===== src/wges_pkg.sv =====
package wges_pkg;

	// default graph size
	localparam int NUM_VERTICES_DEF = 8;

	// field widths
	localparam int VERTEX_W = 4;
	localparam int WEIGHT_W = 16;

	// packed stream widths
	localparam int S_TDATA_W = 24;
	localparam int M_TDATA_W = 24;

	// request kinds carried in tuser
	localparam logic REQ_QUERY  = 1'b0;
	localparam logic REQ_MODIFY = 1'b1;

endpackage


===== src/weighted_graph_edge_store.sv =====
// weighted_graph_edge_store
// Undirected weighted graph over vertices 1..NUM_VERTICES, kept as a symmetric
// weight matrix in one synchronous memory plus a per-entry edge-present bitmap.
// Input stream s_*: tuser selects query (0) or modify (1); tdata holds vertex_a,
// vertex_b and weight. Output stream m_*: one transaction per neighbour of a
// queried vertex in ascending order, tlast on the final one; tuser flags an
// error transaction (tdata zero, tlast high).
// Sequence: a query is accepted, and then each neighbour takes a memory read
// (ST_SCAN) followed by the load of the output register (ST_FILL). A modify
// that sets an edge makes two writes on the single write port, the second in
// ST_WR2. A removal or an error is done at acceptance, and an error result
// shows in the next cycle.
// Reset clears the edge-present bitmap at once, so the graph is empty and no
// clearing pass over the memory is needed; the output register is emptied.
// When the receiver stalls, the result holds in the output register, the scan
// waits, and no new input transaction is taken until the register is free.
module weighted_graph_edge_store
	import wges_pkg::*;
#(
	parameter int NUM_VERTICES = NUM_VERTICES_DEF
) (
	input  logic                 clk,
	input  logic                 arst_n,
	input  logic                 s_tvalid,
	output logic                 s_tready,
	input  logic [S_TDATA_W-1:0] s_tdata,  // vertex_a[3:0], vertex_b[7:4], weight[23:8]
	input  logic                 s_tuser,  // req_type
	output logic                 m_tvalid,
	input  logic                 m_tready,
	output logic [M_TDATA_W-1:0] m_tdata,  // neighbour[3:0], edge_weight[19:4], zero pad
	output logic                 m_tuser,  // error
	output logic                 m_tlast
);

	localparam int IDX_W  = $clog2(NUM_VERTICES);
	localparam int DEPTH  = NUM_VERTICES * NUM_VERTICES;
	localparam int ADDR_W = $clog2(DEPTH);
	localparam int PAD_W  = M_TDATA_W - VERTEX_W - WEIGHT_W;

	localparam logic [1:0] ST_IDLE = 2'd0;
	localparam logic [1:0] ST_SCAN = 2'd1;
	localparam logic [1:0] ST_FILL = 2'd2;
	localparam logic [1:0] ST_WR2  = 2'd3;

	logic [1:0]              state_q;
	logic [NUM_VERTICES-1:0] pres_q [NUM_VERTICES];
	logic [WEIGHT_W-1:0]     mem [DEPTH];

	logic [IDX_W-1:0]        row_q;
	logic [NUM_VERTICES-1:0] rem_q;
	logic [ADDR_W-1:0]       wb_addr_q;
	logic [WEIGHT_W-1:0]     wt_q;
	logic [IDX_W-1:0]        col_s1;
	logic                    last_s1;
	logic [WEIGHT_W-1:0]     rd_s1;

	logic                    out_valid_q;
	logic                    out_err_q;
	logic [VERTEX_W-1:0]     out_nb_q;
	logic [WEIGHT_W-1:0]     out_w_q;
	logic                    out_last_q;

	// input fields
	logic                    req;
	logic [VERTEX_W-1:0]     va, vb, va_m1, vb_m1;
	logic [WEIGHT_W-1:0]     wt;
	logic [IDX_W-1:0]        ri, ci;
	logic                    va_ok, vb_ok;
	logic [NUM_VERTICES-1:0] row_bits;
	logic                    edge_here;

	assign req   = s_tuser;
	assign va    = s_tdata[VERTEX_W-1:0];
	assign vb    = s_tdata[2*VERTEX_W-1:VERTEX_W];
	assign wt    = s_tdata[2*VERTEX_W+WEIGHT_W-1:2*VERTEX_W];
	assign va_m1 = va - VERTEX_W'(1);
	assign vb_m1 = vb - VERTEX_W'(1);
	assign ri    = va_m1[IDX_W-1:0];
	assign ci    = vb_m1[IDX_W-1:0];
	assign va_ok = (va != '0) && (va <= VERTEX_W'(NUM_VERTICES));
	assign vb_ok = (vb != '0) && (vb <= VERTEX_W'(NUM_VERTICES));

	// row bitmap and edge lookup, gated by range checks
	always_comb begin
		row_bits  = '0;
		edge_here = 1'b0;
		if (va_ok) begin
			row_bits = pres_q[ri];
			if (vb_ok) begin
				edge_here = row_bits[ci];
			end
		end
	end

	// handshake
	logic out_free, acc;
	assign out_free = !out_valid_q || m_tready;
	assign s_tready = (state_q == ST_IDLE) && out_free;
	assign acc      = s_tvalid && s_tready;

	// lowest pending neighbour of the scanned row
	logic [IDX_W-1:0]        low_idx;
	logic [NUM_VERTICES-1:0] rem_next;
	always_comb begin
		low_idx = '0;
		for (int i = NUM_VERTICES - 1; i >= 0; i--) begin
			if (rem_q[i]) begin
				low_idx = IDX_W'(i);
			end
		end
	end
	assign rem_next = rem_q & (rem_q - NUM_VERTICES'(1));

	// memory port control
	logic                mem_we, mem_re;
	logic [ADDR_W-1:0]   mem_waddr, mem_raddr;
	logic [WEIGHT_W-1:0] mem_wdata;
	logic                do_set;

	assign do_set = acc && (req == REQ_MODIFY) && va_ok && vb_ok && (wt != '0);

	always_comb begin
		mem_we    = 1'b0;
		mem_waddr = ADDR_W'(ADDR_W'(ri) * ADDR_W'(NUM_VERTICES) + ADDR_W'(ci));
		mem_wdata = wt;
		if (do_set) begin
			mem_we = 1'b1;
		end else if (state_q == ST_WR2) begin
			mem_we    = 1'b1;
			mem_waddr = wb_addr_q;
			mem_wdata = wt_q;
		end
	end

	assign mem_re    = (state_q == ST_SCAN) && out_free;
	assign mem_raddr = ADDR_W'(ADDR_W'(row_q) * ADDR_W'(NUM_VERTICES) + ADDR_W'(low_idx));

	// weight memory, registered read
	always_ff @(posedge clk) begin
		if (mem_we) begin
			mem[mem_waddr] <= mem_wdata;
		end
		if (mem_re) begin
			rd_s1 <= mem[mem_raddr];
		end
	end

	// scan and write-back payload registers
	always_ff @(posedge clk) begin
		if (acc) begin
			row_q     <= ri;
			rem_q     <= row_bits;
			wt_q      <= wt;
			wb_addr_q <= ADDR_W'(ADDR_W'(ci) * ADDR_W'(NUM_VERTICES) + ADDR_W'(ri));
		end else if (mem_re) begin
			rem_q <= rem_next;
		end
		if (mem_re) begin
			col_s1  <= low_idx;
			last_s1 <= (rem_next == '0);
		end
	end

	// sequencer, edge-present bitmap and output valid
	always_ff @(posedge clk or negedge arst_n) begin
		if (!arst_n) begin
			state_q     <= ST_IDLE;
			out_valid_q <= 1'b0;
			for (int r = 0; r < NUM_VERTICES; r++) begin
				pres_q[r] <= '0;
			end
		end else begin
			if (out_valid_q && m_tready) begin
				out_valid_q <= 1'b0;
			end
			unique case (state_q)
				ST_IDLE: begin
					if (acc) begin
						if (req == REQ_QUERY) begin
							if (row_bits == '0) begin
								out_valid_q <= 1'b1;
							end else begin
								state_q <= ST_SCAN;
							end
						end else if (!va_ok || !vb_ok) begin
							out_valid_q <= 1'b1;
						end else if (wt == '0) begin
							if (!edge_here) begin
								out_valid_q <= 1'b1;
							end else begin
								pres_q[ri][ci] <= 1'b0;
								pres_q[ci][ri] <= 1'b0;
							end
						end else begin
							pres_q[ri][ci] <= 1'b1;
							pres_q[ci][ri] <= 1'b1;
							state_q        <= ST_WR2;
						end
					end
				end
				ST_SCAN: begin
					if (mem_re) begin
						state_q <= ST_FILL;
					end
				end
				ST_FILL: begin
					out_valid_q <= 1'b1;
					state_q     <= last_s1 ? ST_IDLE : ST_SCAN;
				end
				ST_WR2: begin
					state_q <= ST_IDLE;
				end
				default: begin
					state_q <= ST_IDLE;
				end
			endcase
		end
	end

	// output payload: error result at acceptance, neighbour result after a read
	always_ff @(posedge clk) begin
		if (acc) begin
			out_err_q  <= 1'b1;
			out_nb_q   <= '0;
			out_w_q    <= '0;
			out_last_q <= 1'b1;
		end else if (state_q == ST_FILL) begin
			out_err_q  <= 1'b0;
			out_nb_q   <= VERTEX_W'(col_s1) + VERTEX_W'(1);
			out_w_q    <= rd_s1;
			out_last_q <= last_s1;
		end
	end

	assign m_tvalid = out_valid_q;
	assign m_tdata  = {{PAD_W{1'b0}}, out_w_q, out_nb_q};
	assign m_tuser  = out_err_q;
	assign m_tlast  = out_last_q;

endmodule


===== config.mk =====
export PLATFORM = sky130hd
export DESIGN_NAME = weighted_graph_edge_store
export DESIGN_NICKNAME = d
export VERILOG_FILES = /design/src/wges_pkg.sv /design/src/weighted_graph_edge_store.sv
export SDC_FILE = /design/constraint.sdc
export NUM_CORES = 1
export LEC_CHECK = 0
export BUFFER_PORTS_ARGS = -buffer_cell sky130_fd_sc_hd__buf_2
export CELL_PAD_IN_SITES_DETAIL_PLACEMENT = 0
export CELL_PAD_IN_SITES_GLOBAL_PLACEMENT = 2
export CORE_MARGIN = 3
export CORE_UTILIZATION = 46
export DETAILED_ROUTE_END_ITERATION = 8
export PLACE_DENSITY_LB_ADDON = 0.1
export SYNTH_ARGS = -nofsm -noshare
export SYNTH_HDL_FRONTEND = slang
export SYNTH_SLANG_ARGS = --single-unit

===== constraint.sdc =====
create_clock -name clk -period 4 [get_ports clk]
set_clock_uncertainty 0.15 [all_clocks]
set_input_delay 0.8 -clock clk [delete_from_list [all_inputs] [get_ports clk]]
set_output_delay 0.8 -clock clk [all_outputs]
set_load 0.02 [all_outputs]

# Word level (Yosys, flattened, before mapping)

Memory sizes are Yosys's and may differ from the RTL's. A register that Yosys moved wholly into a read port is not among the register bits.
Index checks and enable logic that the tools add are counted.

Word-level logic and storage cells: 138
Output and inout bits: 28
Register bits after elaboration: 126
Memories kept: 1
Memory bits (writable): 1024
Input bits: 29

Memories:

| name | words | width | read ports | clocked after memory_dff | write ports | line                            | RTL |
|---|---|---|---|---|---|---|---|
| mem  | 64    | 16    | 1          | 1                        | 1           | weighted_graph_edge_store.sv:47 | `logic [WEIGHT_W-1:0] mem [DEPTH];` |

Magnitude comparators: 10
Equality and inequality tests: 9
Reductions and logical operators: 29
Bitwise logic cells: 10
Add/subtract/negate cells: 7
Muxes and demuxes: 52

Operators by type and width:

| cell                                                      | count |
|---|---|
| AND 64 bit                                                | 2 |
| two-way mux 64 bit                                        | 2 |
| NOT 64 bit                                                | 2 |
| bitwise OR 64 bit                                         | 2 |
| two-way mux 8 bit                                         | 7 |
| demux 8 bit (select 3 bit)                                | 2 |
| two-way mux 16 bit                                        | 2 |
| binary-select mux 8 bit (select 3 bit)                    | 1 |
| two-way mux 3 bit                                         | 8 |
| adder 6 x 3 -> 6 bit                                      | 3 |
| two-way mux 1 bit                                         | 17 |
| logical NOT 16 bit                                        | 1 |
| logical NOT 8 bit                                         | 2 |
| nonzero test 16 bit                                       | 1 |
| logical AND 1 bit                                         | 14 |
| two-way mux 2 bit                                         | 6 |
| two-way mux 6 bit                                         | 2 |
| AND reduction 5 bit                                       | 2 |
| != test 3 bit (second input constant)                     | 3 |
| AND 8 bit                                                 | 1 |
| greater-or-equal comparator 4 bit (second input constant) | 2 |
| less-or-equal comparator 4 bit (second input constant)    | 2 |
| < comparator 3 x 4 -> 1 bit (second input constant)       | 2 |
| < comparator 4 x 1 -> 1 bit (second input constant)       | 2 |
| other kinds (18)                                          | 29 |

# Longest topological paths before layout

Depth in word-level cells: 15
Depth in mapped cells: 15
Gate-level depth less buffers: 11

# Least setup slack after synthesis

Ideal clock, no wire load.

Path type: input-to-reg
Start point: input s_tdata[0]
End point: memory mem[37][0], enable pin
Path slack: -119 ps
Buffers on the path: 4
Library setup time: 388 ps
Arrival time: 3580 ps
Stages on the path: 10
Required time: 3462 ps
Cell sequence: buf_2 inv_1 ha_1 buf_2 buf_1 clkbuf_1 nand2_1 o32ai_1 nand2b_1 nor2_1

Elaborated cells on any way between the ends: 13
Classes of those cells: add/sub: 2; order compare: 1; mux: 5; reduce/logical: 5

RTL lines:

| what                        | line                             | RTL |
|---|---|---|
| from (decl)                 | weighted_graph_edge_store.sv:26  | `input logic [S_TDATA_W-1:0] s_tdata,` |
| subtractor 3 x 1 -> 3 bit * | weighted_graph_edge_store.sv:76  | `assign va_m1 = va - VERTEX_W'(1);` |
| named net va_m1[0]          | weighted_graph_edge_store.sv:65  | `logic [VERTEX_W-1:0] va, vb, va_m1, vb_m1;` |
| adder 6 x 3 -> 6 bit *      | weighted_graph_edge_store.sv:124 | `mem_waddr = ADDR_W'(ADDR_W'(ri) * ADDR_W'(NUM_VERTICES) + ADDR_W'(ci));` |
| two-way mux 6 bit           | weighted_graph_edge_store.sv:128 | `end else if (state_q == ST_WR2) begin` |
| two-way mux 6 bit *         | weighted_graph_edge_store.sv:126 | `if (do_set) begin` |
| to (decl)                   | weighted_graph_edge_store.sv:47  |  |

The timed path passes the listed nets; every way through them passes the cells marked *.

# Worst setup path in the final report

Start point: register state_q[0]
End point: memory mem[12][4], enable pin

Cells in the longest elaborated chain, start to end: 10
Elaborated cells on any way between the ends: 14
Classes of those cells: eq/ne: 1; mux: 6; reduce/logical: 7

Ends and longest elaborated chain:

| what                                    | line                             | RTL |
|---|---|---|
| from (decl)                             | weighted_graph_edge_store.sv:45  | `logic [1:0] state_q;` |
| from (signal assigned)                  | weighted_graph_edge_store.sv:208 | `state_q <= last_s1 ? ST_IDLE : ST_SCAN;` |
| logical NOT 2 bit                       | weighted_graph_edge_store.sv:98  | `assign s_tready = (state_q == ST_IDLE) && out_free;` |
| logical AND 1 bit                       | weighted_graph_edge_store.sv:98  |  |
| logical AND 1 bit                       | weighted_graph_edge_store.sv:99  | `assign acc = s_tvalid && s_tready;` |
| logical AND 1 bit (4 in series)         | weighted_graph_edge_store.sv:120 | `assign do_set = acc && (req == REQ_MODIFY) && va_ok && vb_ok && (wt != '0);` |
| two-way mux 1 bit                       | weighted_graph_edge_store.sv:126 |  |
| two-way mux 1 bit                       | weighted_graph_edge_store.sv:140 | `if (mem_we) begin` |
| two-way mux 1 bit (not written as such) | weighted_graph_edge_store.sv:141 | `mem[mem_waddr] <= mem_wdata;` |

Several ways; a longest one is shown, not always the timed one.

==> flow_summary_export.csv <==
group,metric,value,unit
timing,setup_viol,0,
die,boundaryPins,57,
hold_path,hold_class,"input port to asynchronous set/reset pin",
routing,drc,0,
timing,tns,0,ns
synth,synth_xor_area_frac,0.00152,
setup_path,critPathLaunchType,"register",
global_route,grt_max_degree,101,
cts,cts_root_buf,"clkbuf_16",
run,maxCapViolCount,0,
synth,synthMuxAreaShare,0.0292,
cts,clock_path_buffers,3,
setup_path,path_max_fanout,19,
final_layout,finish.instance_area,53900,µm²
final_layout,nFillCells,8088,
place,place_hpwl,85900,µm
global_route,track_usage,0.270,
timing,fin_crit_sh,0.970,
timing,rsz0062_at_grt,"false",
synth,synth_fa_ha_area_frac,0.00103,
synth,avgSynthCellArea,14.4,µm²
timing,fmax,0.258,GHz
setup_path,worstPathRequired,4.15,ns
routing,wl_per_cell,29.2,µm
global_route,grt_pass1_wl,204000,µm
setup_path,path_buf_inv,1,
pwr,powerDensity,692,nW/µm²
final_layout,fin_cells,4806,
setup_path,slowest_stage,"o31ai_1",
pwr,leakagePower,0.0184,µW
synth,yosysSeqAreaShare,0.747,
synth,synth_top_area_share,0.701,
synth,async_reset_ff_frac,0.0576,
timing,relSlewSlack,0.183,
global_route,grt_pass1_vias,29100,
timing,finalMaxSlewViolations,0,
outcome,status,"completed",
synth,synthDistinctLibCells,68,
routing,drt_pass1_iterations,6,
place,place_area,49900,µm²
place,place.gp.congestion,0.860,
synth,synth_area_leaders,"edfxtp_1, nand2_1, dfrtp_1",
routing,vias_per_cell,6.14,
timing,worst_slack,0.118,ns
synth,ys_ff_latch,1163,
synth,synth_warnings,0,
global_route,grt_remaining_overflow,0,
setup_path,path_common_cell,"nand2_1",
die,core-area,98700,µm²
setup_path,worstSetupEndpointType,"register",
final_layout,nets,3444,
synth,synthCells,3185,
cts,cts_sinks,1163,
synth,synth_top_family_by_area,"compound AO/OA/AOI/OAI gates",
synth,synth_largest_area_cell,"edfxtp_1",
synth,synth_edf_count,1074,
routing,wl,140000,µm
cts,path_clk_slew,0.06,ns
setup_path,critPathTopFamily,"simple AND/OR/NAND/NOR gates",
place,placement.io_buffers,52,
synth,ys.flop_type,"edfxtp_1",
synth,synth_compound_area_frac,0.118,
place,place_ws,-0.345,ns
place,dp_cells,4574,
routing,ant_nets,0,
die,die_h,322,µm
timing,worst-slew-pin-transition,1.22,ns
routing,drt_iter0_markers,3011,
global_route,antenna_found_initial,2,
die,die_width,322,µm
cts,clk_latency,0.70,ns
synth,syn_area,46000,µm²
cts,cts_inserted_buffers,120,
die,fp.dieArea,104000,µm²
setup_path,worst_ep_arrival_time,4.03,ns
setup_path,worst-setup-path-type,"register to register",
die,num_rows,115,
setup_path,crit_chain,"nand2_1 > o31ai_1 > nand2_1 > buf_12 > nor2_2",
die,initial_utilization,0.466,
cts,htree_levels,3,
synth,synth_common_cells,"edfxtp_1, nand2_1, a21oi_1, o221ai_1, clkbuf_1",
synth,synth_most_common_cell,"edfxtp_1",
pwr,peakVddDrop,0.543,mV
final_layout,area_growth,17.2,%
routing,vias,29500,
timing,min_period,3.88,ns
cts,cts_tree,"built",
timing,finalHoldViolations,0,
setup_path,slowest_delay,1.11,ns
synth,synth_simple_gate_area_frac,0.0802,
final_layout,drive_gt1_frac,0.170,
metrics by stage:
| stage | util | power (µW) | hold WS, ns |
|---|---|---|---|
| after floorplan | - | 20700 | 0.295 |
| after global placement | 0.505 | 26000 | 0.279 |
| after detailed placement | 0.505 | 26100 | 0.292 |
| after CTS | 0.546 | 37400 | 0.138 |
| after global routing | 0.546 | 38800 | 0.150 |
| final | 0.546 | 37300 | 0.150 |
registers in the layout (all words and copies together), names as in the netlist, 3 cells and up, named ones only:
name / count
out_w_q: 16
pres_q: 56
rd_s1: 16
out_nb_q: 4
wb_addr_q: 4
rem_q: 8
mem: 1024
wt_q: 16
col_s1: 3
layout make-up:
cell class                      instances  area [µm²]  share of cell area
Inverter                               31         119             0.00221
Tap cell                             1287        1610              0.0299
Antenna cell                            3        7.51            0.000139
Timing Repair Buffer                  318        3000              0.0556
Multi-Input combinational cell       1778       10800               0.201
Clock inverter                         73         763              0.0142
Clock buffer                          153        3200              0.0594
Sequential cell                      1163       34400               0.638
cells by family after synthesis:
| group | after synthesis |
|---|---|
| XOR/XNOR | 5 |
| AND/OR/NAND/NOR | 834 |
| flip-flops | 1163 |
| multiplexers | 118 |
| adder cells (fa/ha/maj) | 4 |
| other | 1 |
| AO/OA/AOI/OAI | 813 |
| buffers and inverters | 247 |
report_power, final:
part	switching [µW]	internal (µW)
sequential	274	14200
combinational	8040	3500
clock	4650	6600
metal layers:
layer	vias to the layer above	GRT usage	wire length, µm	part of all wire
li1	12900	-	-	-
met1	15200	0.395	61900	0.44
met2	1173	0.426	65200	0.46
met3	202	0.0403	9550	0.068
met4	0	0.0693	3630	0.026
met5	-	0	0	0
repair_timing:
item                                    4_1_cts  5_1_grt
endpoints found under the setup margin        3       12
resized for setup                             1        2
hold buffers                                  0        0
setup buffers                                 2        1
pin swaps                                     1        0
placed cells by master, fill, tap and decap left out, types with 46 or more instances in the layout:
cell type and n:
edfxtp_1 1074, dfrtp_1 67, a31oi_1 131, mux2_1 67
nor2_1 105, o221ai_1 178, o21ai_0 75, buf_4 207
nand2_1 474, a21oi_1 200, buf_12 59, buf_2 52
clkbuf_16 122, nor2_2 46
final timing paths:
kind                              from         end  cells past startpoint  slack (ns)
setup / recovery            state_q[0]  mem[12][4]                      5        0.12
hold / removal                  arst_n  pres_q[34]                      2        0.15
setup reg to reg            state_q[0]  mem[12][4]                      5        0.12
hold reg to reg                m_tuser     m_tuser                      2        0.30
max in group asynchronous       arst_n  state_q[0]                      2        2.95
min in group clk           s_tdata[22]    wt_q[14]                      1        0.18
Note: power is estimated with default switching activity, not from simulation.
